File: config.mk
export PLATFORM = sky130hd
export DESIGN_NAME = ppc_eval
export DESIGN_NICKNAME = d
export VERILOG_FILES = /design/src/hdl/ppc_pkg.sv /design/src/hdl/ppc_eval.sv
export SDC_FILE = /design/constraint.sdc
export NUM_CORES = 2
export LEC_CHECK = 0
export CORE_MARGIN = 3
export CORE_UTILIZATION = 50
export DETAILED_ROUTE_END_ITERATION = 8
export DONT_BUFFER_PORTS = 1
export SYNTH_ARGS = -nofsm -noshare
export SYNTH_HDL_FRONTEND = slang
export SYNTH_SLANG_ARGS = --single-unit
File: constraint.sdc
create_clock -name clk -period 8.4 [get_ports clk]
set_input_delay 0.84 -clock clk [delete_from_list [all_inputs] [get_ports clk]]
set_output_delay 0.84 -clock clk [all_outputs]
set_load 0.01 [all_outputs]
File: src/hdl/ppc_pkg.sv
// Shared constants, types and codes of the polygon containment block.
package ppc_pkg;

	localparam int MAX_POINTS = 64;
	localparam int COORD_W    = 24;
	localparam int ACTION_W   = 3;
	localparam int INDEX_W    = 7;
	localparam int STATUS_W   = 2;
	localparam int CNT_W      = $clog2(MAX_POINTS + 1);
	localparam int POS_W      = (CNT_W > INDEX_W) ? CNT_W : INDEX_W;
	localparam int DIFF_W     = COORD_W + 1;
	localparam int PROD_W     = 2 * DIFF_W;

	typedef logic signed [COORD_W-1:0] coord_t;
	typedef logic signed [DIFF_W-1:0]  diff_t;
	typedef logic signed [PROD_W-1:0]  prod_t;
	typedef logic [POS_W-1:0]          pos_t;
	typedef logic [CNT_W-1:0]          count_t;

	typedef enum logic [ACTION_W-1:0] {
		ACT_QUERY  = 3'd0,
		ACT_APPEND = 3'd1,
		ACT_SET    = 3'd2,
		ACT_INSERT = 3'd3,
		ACT_DELETE = 3'd4
	} action_t;

	typedef enum logic [STATUS_W-1:0] {
		ST_DONE  = 2'd0,
		ST_RANGE = 2'd1,
		ST_FULL  = 2'd2
	} status_t;

	typedef enum logic [2:0] {
		CELL_HOLD,
		CELL_LOAD,
		CELL_INSERT,
		CELL_DELETE,
		CELL_ROTATE
	} cell_op_t;

	typedef struct packed {
		coord_t x;
		coord_t y;
	} vertex_t;

	// Control broadcast to every cell of the vertex chain
	typedef struct packed {
		cell_op_t op;
		pos_t     pos;
		pos_t     last;
	} cell_ctrl_t;

	// Control of the crossing evaluator
	typedef struct packed {
		logic clear;
		logic vld;
		logic first;
	} eval_ctrl_t;

endpackage

File: src/hdl/ppc_eval.sv
// Bounding box and pipelined even-odd crossing evaluator fed one vertex per cycle.
module ppc_eval (
	input  logic                clk,
	input  logic                arst_n,
	input  ppc_pkg::eval_ctrl_t ctrl,
	input  ppc_pkg::vertex_t    cur,
	input  ppc_pkg::coord_t     px,
	input  ppc_pkg::coord_t     py,
	output logic                in_poly
);
	import ppc_pkg::*;

	vertex_t prev_q;
	coord_t  lox_q, hix_q, loy_q, hiy_q;
	logic    vld_s1, vld_s2, parity_q;
	logic    cross_s1, cross_s2, dyneg_s1, dyneg_s2;
	diff_t   dx_s1, a_s1, b_s1, dy_s1;
	prod_t   p1_s2, p2_s2;
	logic    cross_c, tog_c, inbox_c;

	// Edge straddles the ray's y under the half-open rule
	assign cross_c = (prev_q.y < py) != (cur.y < py);

	// Track previous vertex and bounding box
	always_ff @(posedge clk) begin
		if (ctrl.vld) begin
			prev_q <= cur;
			if (ctrl.first) begin
				lox_q <= cur.x;
				hix_q <= cur.x;
				loy_q <= cur.y;
				hiy_q <= cur.y;
			end else begin
				if (cur.x < lox_q) lox_q <= cur.x;
				if (cur.x > hix_q) hix_q <= cur.x;
				if (cur.y < loy_q) loy_q <= cur.y;
				if (cur.y > hiy_q) hiy_q <= cur.y;
			end
		end
	end

	// Stage 1: differences; stage 2: cross products
	always_ff @(posedge clk) begin
		dx_s1    <= diff_t'(cur.x) - diff_t'(prev_q.x);
		a_s1     <= diff_t'(py) - diff_t'(prev_q.y);
		b_s1     <= diff_t'(px) - diff_t'(prev_q.x);
		dy_s1    <= diff_t'(cur.y) - diff_t'(prev_q.y);
		cross_s1 <= cross_c;
		dyneg_s1 <= cur.y < prev_q.y;
		p1_s2    <= dx_s1 * a_s1;
		p2_s2    <= b_s1 * dy_s1;
		cross_s2 <= cross_s1;
		dyneg_s2 <= dyneg_s1;
	end

	// Toggle when the intersection lies at or right of the point
	assign tog_c = dyneg_s2 ? (p1_s2 <= p2_s2) : (p1_s2 >= p2_s2);

	always_ff @(posedge clk or negedge arst_n) begin
		if (!arst_n) begin
			vld_s1   <= 1'b0;
			vld_s2   <= 1'b0;
			parity_q <= 1'b0;
		end else begin
			vld_s1 <= ctrl.vld && !ctrl.first;
			vld_s2 <= vld_s1;
			if (ctrl.clear) parity_q <= 1'b0;
			else if (vld_s2 && cross_s2 && tog_c) parity_q <= !parity_q;
		end
	end

	assign inbox_c = (px >= lox_q) && (px <= hix_q) && (py >= loy_q) && (py <= hiy_q);
	assign in_poly = parity_q && inbox_c;

endmodule

==> out/metrics.csv <==
stage,metric,value,unit
synth,ys_seq_elements,351,
floorplan,start_util,50.54,%
floorplan,design.core.area,0.1280,mm2
placement,hpwl,144600,um
synth,synth.distinct_cells,77,
synth,postSynthAreaPerCell,9.601,um2
synth,synth_top_flop_cell,dfxtp_1,
timing,timing.final.crit_period,7905,ps
worst_setup_path,timing.critical_path.buf_inv,4,
timing,setup_viol,0,
outcome,run_status,completed,
finish,layout.filler_cells,11670,
routing,dr_wl_cell,19.85,um
clock_tree,path_clk_slew,70,ps
global_route,track_usage,26.03,%
worst_hold_path,timing.hold.worst.class,in2reg,
clock_tree,cts_max_level,2,
clock_tree,clock_sinks,351,
timing,max_slew_margin,15.30,%
global_route,pin_count_of_the_biggest_net_entering_global_routing,56,
global_route,grt_pass1_wl,272500,um
floorplan,design.portCount,102,
timing,max_clock_freq,0.1265,GHz
clock_tree,cts_buffer_depth,3,
worst_setup_path,worstPathCellList,and2_1 -> fa_1 -> fa_1 -> inv_1 -> fa_1 -> fa_1 -> fa_1 -> inv_1 -> fa_1 -> inv_1 -> fa_1 -> inv_1 -> ha_1 -> nand3_1 -> nor3_1 -> o21ai_1 -> a21oi_1 -> nor2_1 -> a41oi_1 -> a41o_1 -> nor3_1 -> a211o_1,
synth,number_of_warnings_reported_in_the_yosys_synthesis_log,0,
synth,mappedNetlistNets,8803,
timing,min_period_over_period,94.11,%
timing,grt_setup_unrepaired,false,
timing,max_slew.worst_pin.slew,1267,ps
finish,final_nets,8755,
routing,detail_route.vias_per_cell,5.296,
placement,gp_congestion,0.9275,
worst_setup_path,required,8880,ps
global_route,vias_in_the_first_global_route,48830,
worst_setup_path,start_kind,flip-flop,
worst_setup_path,crit_slowest_cell,dfxtp_1,
finish,layout-area-overhead-vs-synth,5.950,%
worst_setup_path,maximum_fanout_along_the_worst_path,17,
worst_setup_path,critical_path.max_stage_delay,850,ps
finish,post_layout_nonfiller_instances,8479,
global_route,grt_antenna_before_repair,9,
clock_tree,cts_setup_buffers,0,
clock_tree,cts.root.buffer_cell,clkbuf_16,
placement,place_inst,8373,
clock_tree,clkLatencyLatePin,610,ps
timing,finClkSkew,26.89,ps
global_route,grt_overflow,0,
synth,synth-edff-count,144,
worst_setup_path,worstSetupPathType,reg2reg,
synth,synthCells,6739,
timing,slew_viol_final,0,
routing,drt_iter0_drc,2642,
synth,seq_area_frac_synth,13.11,%
routing,ant_nets,0,
routing,detail_route.drc_violations,0,
finish,share_of_cells_above_drive_strength_1,3.271,%
worst_setup_path,arrival,8390,ps
worst_setup_path,critical_path.endpoint_type,flip-flop,
floorplan,die_h,365.7,um
flow_run,maxCapViolations,0,
clock_tree,tritoncts,built,
floorplan,dieWidth,365.7,um
floorplan,die_area,0.1338,mm2
synth,synth_async_sr_flop_share,0.8547,%
synth,synth_area,0.06470,mm2
timing,tns,0,ps
worst_setup_path,most_numerous_cell_on_the_critical_path,fa_1,
routing,routed_wl,168300,um
clock_tree,cts_inserted_buffers,44,
routing,vias,44900,
worst_setup_path,timing.critical_path.max_delay_family,adder cells,
floorplan,rows,131,
timing,report.final.hold_viol_count,0,
placement,portBuffers,0,
routing,first_pass_iters,5,
[cell usage after synthesis (34+ instances only)]
cell	count	area, um2
inv_1	1539	5777
fa_1	1320	26430
nand2_1	700	2628
ha_1	643	8045
and2_1	602	3766
clkbuf_1	216	810.8
dfxtp_1	204	4084
a21oi_1	194	970.9
nor2_1	170	638.1
a21o_1	168	1261
edfxtp_1	144	4324
xnor2_1	136	1191
o21ai_0	84	420.4
nand4_1	68	425.4
nor2b_1	56	350.3
o21a_1	52	390.4
nand2b_1	51	319.1
xor2_1	47	411.6
nand3_1	43	215.2
o21ai_1	34	170.2
[worst paths after layout]
check / end / cells after the start / slack (ps) / from
worst min register to register: dyneg_s2 / 0 / 340 / dyneg_s1
worst max register to register: p2_s2[48] / 22 / 500 / dy_s1[3]
min in group asynchronous: vld_s1 / 1 / 530 / arst_n
max in group asynchronous: parity_q / 1 / 7670 / arst_n
worst max-delay path: p2_s2[48] / 22 / 500 / dy_s1[3]
worst min-delay path: vld_s1 / 1 / 300 / ctrl[0]
[registers in the layout, summed over array words and instances, names as in the netlist, 24 cells and up]
signal  flops
dy_s1      25
hiy_q      24
b_s1       25
dx_s1      25
loy_q      24
p2_s2      50
hix_q      24
p1_s2      50
prev_q     48
lox_q      24
a_s1       25
[stage by stage]
step / utilization, % / hold slack (ps) / cell area (um2) / worst slack (ps)
floorplan: - / 309.6 / 64700 / 1483
CTS: 53.50 / 258.6 / 68490 / 414.0
global route: 53.50 / 270.3 / 68490 / 125.2
global placement: 52.34 / 312.9 / 67000 / 509.9
detailed placement: 52.34 / 321.8 / 67000 / 478.9
finish: 53.55 / 303.3 / 68550 / 495.1
[layer usage]
layer / routed length (um) / track usage (%) / up-vias
li1: - / - / 20500
met2: 83600 / 44.91 / 1105
met3: 10830 / 4.164 / 208
met5: 13 / 0 / -
met1: 69770 / 34.58 / 23090
met4: 4092 / 5.728 / 2
[layout by cell type, fill, tap and decap left out, types with 13 or more instances in the layout]
cell,Yosys,routed
o21bai_1,23,23
and2_1,602,602
nor2b_1,56,56
nand2b_1,51,51
edfxtp_1,144,144
and3_1,13,13
nand3_1,43,43
nor2_1,170,170
nand2_1,700,700
xor2_1,47,47
xnor2_1,136,136
clkbuf_16,0,46
inv_1,1539,1539
o21ai_0,84,84
a21o_1,168,168
dfxtp_1,204,203
nand4_1,68,68
ha_1,643,643
buf_4,0,123
nor3_1,32,32
o21ai_1,34,33
diode_2,0,24
a21oi_1,194,194
a31oi_1,17,17
fa_1,1320,1320
o21a_1,52,52
nor4_1,14,14
a211oi_1,17,16
[worst register-to-register path: cells and delay by family (launching register included)]
| family | cells | cell delay (ps) |
|---|---|---|
| simple gates | 5 | 910 |
| fa+ha+maj | 8 | 4210 |
| flops | 1 | 850 |
| compound gates | 5 | 1430 |
| buf+inv | 4 | 390 |
[kinds of logic after synthesis]
logic type / share of synthesized area [%]
mux: 0.04641
buf+inv: 10.21
xor+xnor: 2.477
simple gates: 13.83
flops: 13.11
compound gates: 7.045
fa+ha+maj: 53.28
[layout make-up]
class | instances | area [um2] | share of cell area, %
multi-input combinational | 4628 | 49630 | 72.39
timing repair buffer | 125 | 953.4 | 1.391
tap | 1729 | 2163 | 3.156
antenna | 24 | 60.06 | 0.08761
sequential | 351 | 8484 | 12.38
inverter | 1541 | 5784 | 8.438
clock buffer | 51 | 1190 | 1.736
clock inverter | 30 | 290.3 | 0.4234
[repair_timing]
action / 4_1_cts / 5_1_grt
hold buffers: 1 / 0
endpoints found under the setup margin: 0 / 1
endpoints found under the hold margin: 3 / 0
gates resized for setup: 0 / 1
Power is not shown: default switching activity piles up to over one toggle a cycle in this logic, so the estimate is an artifact.
