$ cat config.mk
export PLATFORM = sky130hd
export DESIGN_NAME = ppc_cell
export DESIGN_NICKNAME = d
export VERILOG_FILES = /design/src/hdl/ppc_pkg.sv /design/src/hdl/ppc_cell.sv
export SDC_FILE = /design/constraint.sdc
export NUM_CORES = 1
export LEC_CHECK = 0
export BUFFER_PORTS_ARGS = -buffer_cell sky130_fd_sc_hd__buf_4
export CORE_MARGIN = 4
export CORE_UTILIZATION = 48
export DETAILED_ROUTE_END_ITERATION = 8
export GPL_TIMING_DRIVEN = 0
export PLACE_DENSITY_LB_ADDON = 0.25
export SLEW_MARGIN = 30
export SYNTH_ARGS = -nofsm -noshare
export SYNTH_HDL_FRONTEND = slang
export SYNTH_SLANG_ARGS = --single-unit
$ cat constraint.sdc
create_clock -name clk -period 9.4 [get_ports clk]
set_input_delay 1.41 -clock clk [delete_from_list [all_inputs] [get_ports clk]]
set_output_delay 1.41 -clock clk [all_outputs]
set_load 0.02 [all_outputs]
$ cat src/hdl/ppc_pkg.sv
// Shared constants, types and codes of the polygon containment block.
package ppc_pkg;

	localparam int MAX_POINTS = 64;
	localparam int COORD_W    = 24;
	localparam int ACTION_W   = 3;
	localparam int INDEX_W    = 7;
	localparam int STATUS_W   = 2;
	localparam int CNT_W      = $clog2(MAX_POINTS + 1);
	localparam int POS_W      = (CNT_W > INDEX_W) ? CNT_W : INDEX_W;
	localparam int DIFF_W     = COORD_W + 1;
	localparam int PROD_W     = 2 * DIFF_W;

	typedef logic signed [COORD_W-1:0] coord_t;
	typedef logic signed [DIFF_W-1:0]  diff_t;
	typedef logic signed [PROD_W-1:0]  prod_t;
	typedef logic [POS_W-1:0]          pos_t;
	typedef logic [CNT_W-1:0]          count_t;

	typedef enum logic [ACTION_W-1:0] {
		ACT_QUERY  = 3'd0,
		ACT_APPEND = 3'd1,
		ACT_SET    = 3'd2,
		ACT_INSERT = 3'd3,
		ACT_DELETE = 3'd4
	} action_t;

	typedef enum logic [STATUS_W-1:0] {
		ST_DONE  = 2'd0,
		ST_RANGE = 2'd1,
		ST_FULL  = 2'd2
	} status_t;

	typedef enum logic [2:0] {
		CELL_HOLD,
		CELL_LOAD,
		CELL_INSERT,
		CELL_DELETE,
		CELL_ROTATE
	} cell_op_t;

	typedef struct packed {
		coord_t x;
		coord_t y;
	} vertex_t;

	// Control broadcast to every cell of the vertex chain
	typedef struct packed {
		cell_op_t op;
		pos_t     pos;
		pos_t     last;
	} cell_ctrl_t;

	// Control of the crossing evaluator
	typedef struct packed {
		logic clear;
		logic vld;
		logic first;
	} eval_ctrl_t;

endpackage

$ cat src/hdl/ppc_cell.sv
// One vertex cell of the chain: loads, shifts toward either neighbor, or rotates.
module ppc_cell (
	input  logic               clk,
	input  ppc_pkg::pos_t      idx,
	input  ppc_pkg::cell_ctrl_t ctrl,
	input  ppc_pkg::vertex_t   new_v,
	input  ppc_pkg::vertex_t   left_v,
	input  ppc_pkg::vertex_t   right_v,
	input  ppc_pkg::vertex_t   head_v,
	output ppc_pkg::vertex_t   v
);
	import ppc_pkg::*;

	vertex_t vtx_q;

	// Update the held vertex from the broadcast command
	always_ff @(posedge clk) begin
		case (ctrl.op)
			CELL_LOAD: begin
				if (idx == ctrl.pos) vtx_q <= new_v;
			end
			CELL_INSERT: begin
				if (idx == ctrl.pos) vtx_q <= new_v;
				else if (idx > ctrl.pos) vtx_q <= left_v;
			end
			CELL_DELETE: begin
				if (idx >= ctrl.pos) vtx_q <= right_v;
			end
			CELL_ROTATE: begin
				if (idx == ctrl.last) vtx_q <= head_v;
				else if (idx < ctrl.last) vtx_q <= right_v;
			end
			default: begin
			end
		endcase
	end

	assign v = vtx_q;

endmodule

==> results of run 1 <==
## cells by family after synthesis
group / synth area share, %
fa+ha+maj: 4.07
buf+inv: 7.15
simple gates: 16.7
compound gates: 38.6
flops: 33.5
## layer usage
| layer | track usage [%] | vias to the layer above |
|---|---|---|
| li1 | - | 2501 |
| met1 | 37.2 | 2593 |
| met2 | 59.1 | 444 |
| met3 | 7.10 | 58 |
| met4 | 14.4 | 0 |
| met5 | 0 | - |
## power groups by stage
stage          registers [mW]  logic, mW  clock network (mW)
2_1_floorplan           0.316     0.0836                   0
3_3_place_gp            0.282      0.254                   0
3_5_place_dp            0.281      0.264                   0
4_1_cts                 0.277      0.265               0.184
5_1_grt                 0.279      0.284               0.192
6_report                0.277      0.268               0.186
## synth_stat cells (3+ instances only)
cell type / count
and4_1: 50
o21a_1: 50
o211ai_1: 49
a31oi_1: 48
edfxtp_1: 48
nor2_1: 48
o21ai_0: 48
clkbuf_1: 36
a21oi_1: 32
a21oi_2: 20
ha_1: 14
inv_1: 13
buf_2: 12
o21ai_1: 5
buf_6: 4
clkbuf_2: 3
nand2_1: 3
## area by class of cell
cell class	count	area share, %
clock inverters	2	0.914
multi-input cells	380	39.0
plain buffers	56	3.94
flip-flops and latches	48	21.9
repair buffers	264	30.3
well taps	108	2.06
inverters	13	0.742
clock buffers	5	1.05
## worst paths after layout
check,to,startpoint,cells past startpoint
max,v[19],idx[4],9
min,v[23],new_v[23],2
## metrics by stage
step                util [%]  hold WS (ns)
finish                  75.4          1.39
floorplan                  -          1.61
CTS                     75.4          1.39
global placement        73.5          1.70
global route            75.4          1.38
detailed placement      73.9          1.71
==> out/qor.csv, run 1 <==
metric,value,unit
run status,"complete, no violations",
"area leader, netlist",edfxtp_1,
Post-synth EDFFs,48,
final hold violation count,0,
final slew viol count,0,
CP Data Required Time,9.41,ns
Avg Inst Size Synth,8.66,um^2
initial antenna violation count,0,
GRT Total Usage,32.9,%
fraction of registers with async set/reset,0,%
Unique masters post-synth,29,
port bufs,263,
Routed WL,18300,um
H-tree depth,2,
P_int,506,uW
dpl cell area,6440,um^2
Hold Path Class,input pin to flop,
Rows,34,
routability cong.,0.894,
wire length on met2,8930,um
post-route ant nets,0,
Area Overhead vs Synth,52.7,%
crit end category,flop,
Switching Share,30.9,%
Slew HR,47.7,%
max layer used,met4,
vias per std cell,6.39,
CTS tree,yes,
Worst EP arrival,3.70,ns
Overall Power,731,uW
layout net count,999,
setup TNS,0,ns
First DRT Iteration DRCs,346,
Initial Utilization,49.3,%
router iterations before antenna repair,5,
Die Ht,103,um
"Cell Count, Final, Fillers Out",876,
clock root cell,clkbuf_8,
area of the multi-input gates,2560,um^2
most frequent cells in the layout,"buf_4, and4_1, o21a_1",
max FFs per register,48,
clock-pin slew on the worst setup and hold paths,0.10,ns
max_cap viols,0,
clock share of power,25.5,%
Max Clock Freq,0.272,GHz
DP Worst Slack,5.42,ns
layout cell share with drive strength beyond 1,41.1,%
Synth Net Count,728,
grt ovf,0,
Avg WL per Cell,20.9,um
"flops & latches, synth",48,
clock sink count,48,
DR vias,5596,
WP buf/inv,3,
Slowest cell on crit path,o311a_4,
fin crit share,39.2,%
P_sw,226,uW
fill count,638,
CP max stage delay,0.41,ns
final setup margin,5.72,ns
Flop pwr share,37.9,%
worst setup path class,input pin to flop,
Setup Viol. Count Final,0,
Die Span X,103,um
setup bufs post-CTS,0,
post-synth top area share,33.5,%
min Tclk post-route,3.68,ns
number of global-route vias before repair,5687,
leakage,2.74,nW
Final HPWL DP,13800,um
RSZ-0062 raised after global routing,false,
crit-path cells,"buf_4, ha_1, and4_1, and4_4, clkbuf_1, a21oi_1, o21ai_1, o311a_4, buf_12",
DR DRC count,0,
Mapped Cells,497,
core box area,8720,um^2
crit-path leading delay family,buffers and inverters,
"commonest non-fill, non-tap cell in the layout",buf_4,
final instance area,6570,um^2
# diodes,0,
Synth Cell Area,4300,um^2
hold_buf cts,0,
pin count of the biggest net entering global routing,32,
maximum fanout along the worst path,31,
Pwr per Cell Area,111,nW/um^2
worst vdd ir,0.0667,mV
"top cells by area, synth","edfxtp_1, and4_1, o21a_1",
Critical Path Source Type,input pin,
io pins,265,
FF/Latch Area,1440,um^2
first-pass GRT wire length,27200,um
placed insts,869,
"Seq/Total Area, Yosys",33.5,%
die area,10500,um^2
met1 wire length,6430,um
TritonCTS buffer count,5,
post_cts resized,0,
Least-Margin Pin Slew,0.784,ns
top_reg_cell synth,edfxtp_1,
Syn. warnings,0,
met3 WL,2200,um
CTS Buffer Depth,2,
Gate power share,36.6,%
Note: power is estimated with default switching activity, not from simulation.
==> inputs of run 2 (changes only) <==
- CORE_UTILIZATION: 48 -> 44
- clock period: 9.4 -> 3.7 ns (I/O delays scaled with it)
==> run 2 against run 1 <==
Setup slack got worse by 5.0 ns. Worst hold slack got worse by 0.85 ns. Clock power rose by 79%. Sequential power rose to 2.5 times the previous value. Cell count rose by 2.5%. Sequential share of layout area rose by 0.063 points.
==> out/qor.csv, run 2 (same netlist as run 1, synthesis figures left out) <==
metric,value,unit,change
run status,"complete, no violations",,unchanged
Least-Margin Pin Slew,0.767,ns,was 0.784 ns
Setup Viol. Count Final,0,,unchanged
Flop pwr share,41.1,%,was 37.9%
CTS tree,yes,,unchanged
grt met3 use,7.47,%,was 7.10%
Switching Share,33.1,%,was 30.9%
fin crit share,79.6,%,
worst vdd ir,0.188,mV,was 0.0667 mV
initial antenna violation count,0,,unchanged
maximum fanout along the worst path,25,,was 31
setup bufs post-CTS,0,,unchanged
min Tclk post-route,2.95,ns,
RSZ-0062 raised after global routing,false,,unchanged
io pins,265,,unchanged
grt ovf,0,,unchanged
M1 GR Usage,35.4,%,was 37.2%
Slew HR,48.9,%,was 47.7%
Gate power share,39.5,%,was 36.6%
Pwr per Cell Area,262,nW/um^2,was 111 nW/um^2
hold slack,0.535,ns,was 1.39 ns
core box area,9370,um^2,was 8720 um^2
routability cong.,0.886,,was 0.894
Critical Path Source Type,input pin,,unchanged
Max Clock Freq,0.339,GHz,
Routed WL,18600,um,was 18300 um
router iterations before antenna repair,6,,was 5
Area Overhead vs Synth,52.3,%,was 52.7%
Rows,35,,was 34
CP Data Required Time,3.71,ns,was 9.41 ns
Util after Layout,69.9,%,was 75.4%
post_cts resized,0,,unchanged
Hold Path Class,input pin to flop,,unchanged
die area,11400,um^2,was 10500 um^2
"commonest non-fill, non-tap cell in the layout",buf_4,,unchanged
number of global-route vias before repair,5657,,was 5687
P_int,1.15,mW,was 506 uW
most frequent cells in the layout,"buf_4, and4_1, o21a_1",,unchanged
met2 usage,55.6,%,was 59.1%
first-pass GRT wire length,28300,um,was 27200 um
H-tree depth,2,,unchanged
First DRT Iteration DRCs,328,,was 346
Die Ht,107,um,was 103 um
layout net count,999,,unchanged
pin count of the biggest net entering global routing,26,,was 32
Die Span X,107,um,was 103 um
dpl cell area,6470,um^2,was 6440 um^2
DR DRC count,0,,unchanged
worst setup path class,input pin to flop,,unchanged
max_cap viols,0,,unchanged
Most Crowded Layer GR,met2,,unchanged
DR vias,5480,,was 5596
Worst EP arrival,2.96,ns,was 3.70 ns
TritonCTS buffer count,5,,unchanged
Avg WL per Cell,20.7,um,was 20.9 um
clock share of power,19.4,%,was 25.5%
max FFs per register,48,,unchanged
final instance area,6550,um^2,was 6570 um^2
vias per std cell,6.10,,was 6.39
clock sink count,48,,unchanged
hold_buf cts,0,,unchanged
layout cell share with drive strength beyond 1,41.0,%,was 41.1%
final slew viol count,0,,unchanged
final hold violation count,0,,unchanged
CTS Buffer Depth,2,,unchanged
# diodes,0,,unchanged
port bufs,263,,unchanged
leakage,2.72,nW,was 2.74 nW
clock root cell,clkbuf_8,,unchanged
P_sw,568,uW,was 226 uW
Final HPWL DP,14200,um,was 13800 um
post-route ant nets,0,,unchanged
Initial Utilization,45.9,%,was 49.3%
setup TNS,0,ns,unchanged
clock-pin slew on the worst setup and hold paths,0.10,ns,about the same
crit end category,flop,,unchanged
GRT Total Usage,31.0,%,was 32.9%
[run 2: changes by cell type in the layout (fill, tap and decap cells not counted), sizes merged]
cell	before	now
clkinv	0	1
bufinv	2	0
clkinvlp	0	1
clkbuf	44	45
[run 2: power groups by stage]
stage          Clock (mW)  Sequential [mW]  Combinational [mW]
2_1_floorplan           0            0.802               0.212
3_3_place_gp            0            0.718               0.649
3_5_place_dp            0            0.717               0.671
4_1_cts             0.331            0.705               0.673
5_1_grt             0.356            0.711               0.724
6_report            0.333            0.705               0.678
[run 2: stage by stage]
step / setup WS (ns) / cells / power, mW
floorplan: 0.328 / 497 / 1.01
finish: 0.754 / 898 / 1.72
CTS: 0.768 / 898 / 1.71
detailed placement: 0.437 / 890 / 1.39
global placement: -0.795 / 889 / 1.37
global route: 0.645 / 898 / 1.79
[run 2: final cells by class]
| cell class | count | area [um^2] |
|---|---|---|
| multi-input cells | 380 | 2560 |
| clock buffers | 6 | 72.6 |
| flip-flops and latches | 48 | 1440 |
| repair buffers | 264 | 1990 |
| clock inverters | 2 | 11.3 |
| fillers | 776 | 2820 |
| plain buffers | 56 | 259 |
| well taps | 129 | 161 |
| inverters | 13 | 48.8 |
[run 2: layer usage]
metal / vias to the layer above / wire length, um
li1: 2493 / -
met1: 2545 / 6720
met2: 386 / 9420
met3: 56 / 1890
met4: 0 / 579
met5: - / 0
[run 2: worst max-delay path: stages]
cell and delay, ns:
buf_4 0.12, ha_1 0.29, and4_1 0.23, and4_4 0.27
clkbuf_1 0.41, a21oi_1 0.14, o21ai_1 0.20, o311a_4 0.47
buf_12 0.24
[run 2: final timing paths]
| check | from | endpoint | slack, ns | cells after the start |
|---|---|---|---|---|
| worst max-delay path | idx[4] | v[41] | 0.75 | 9 |
| worst min-delay path | new_v[15] | v[15] | 0.54 | 2 |
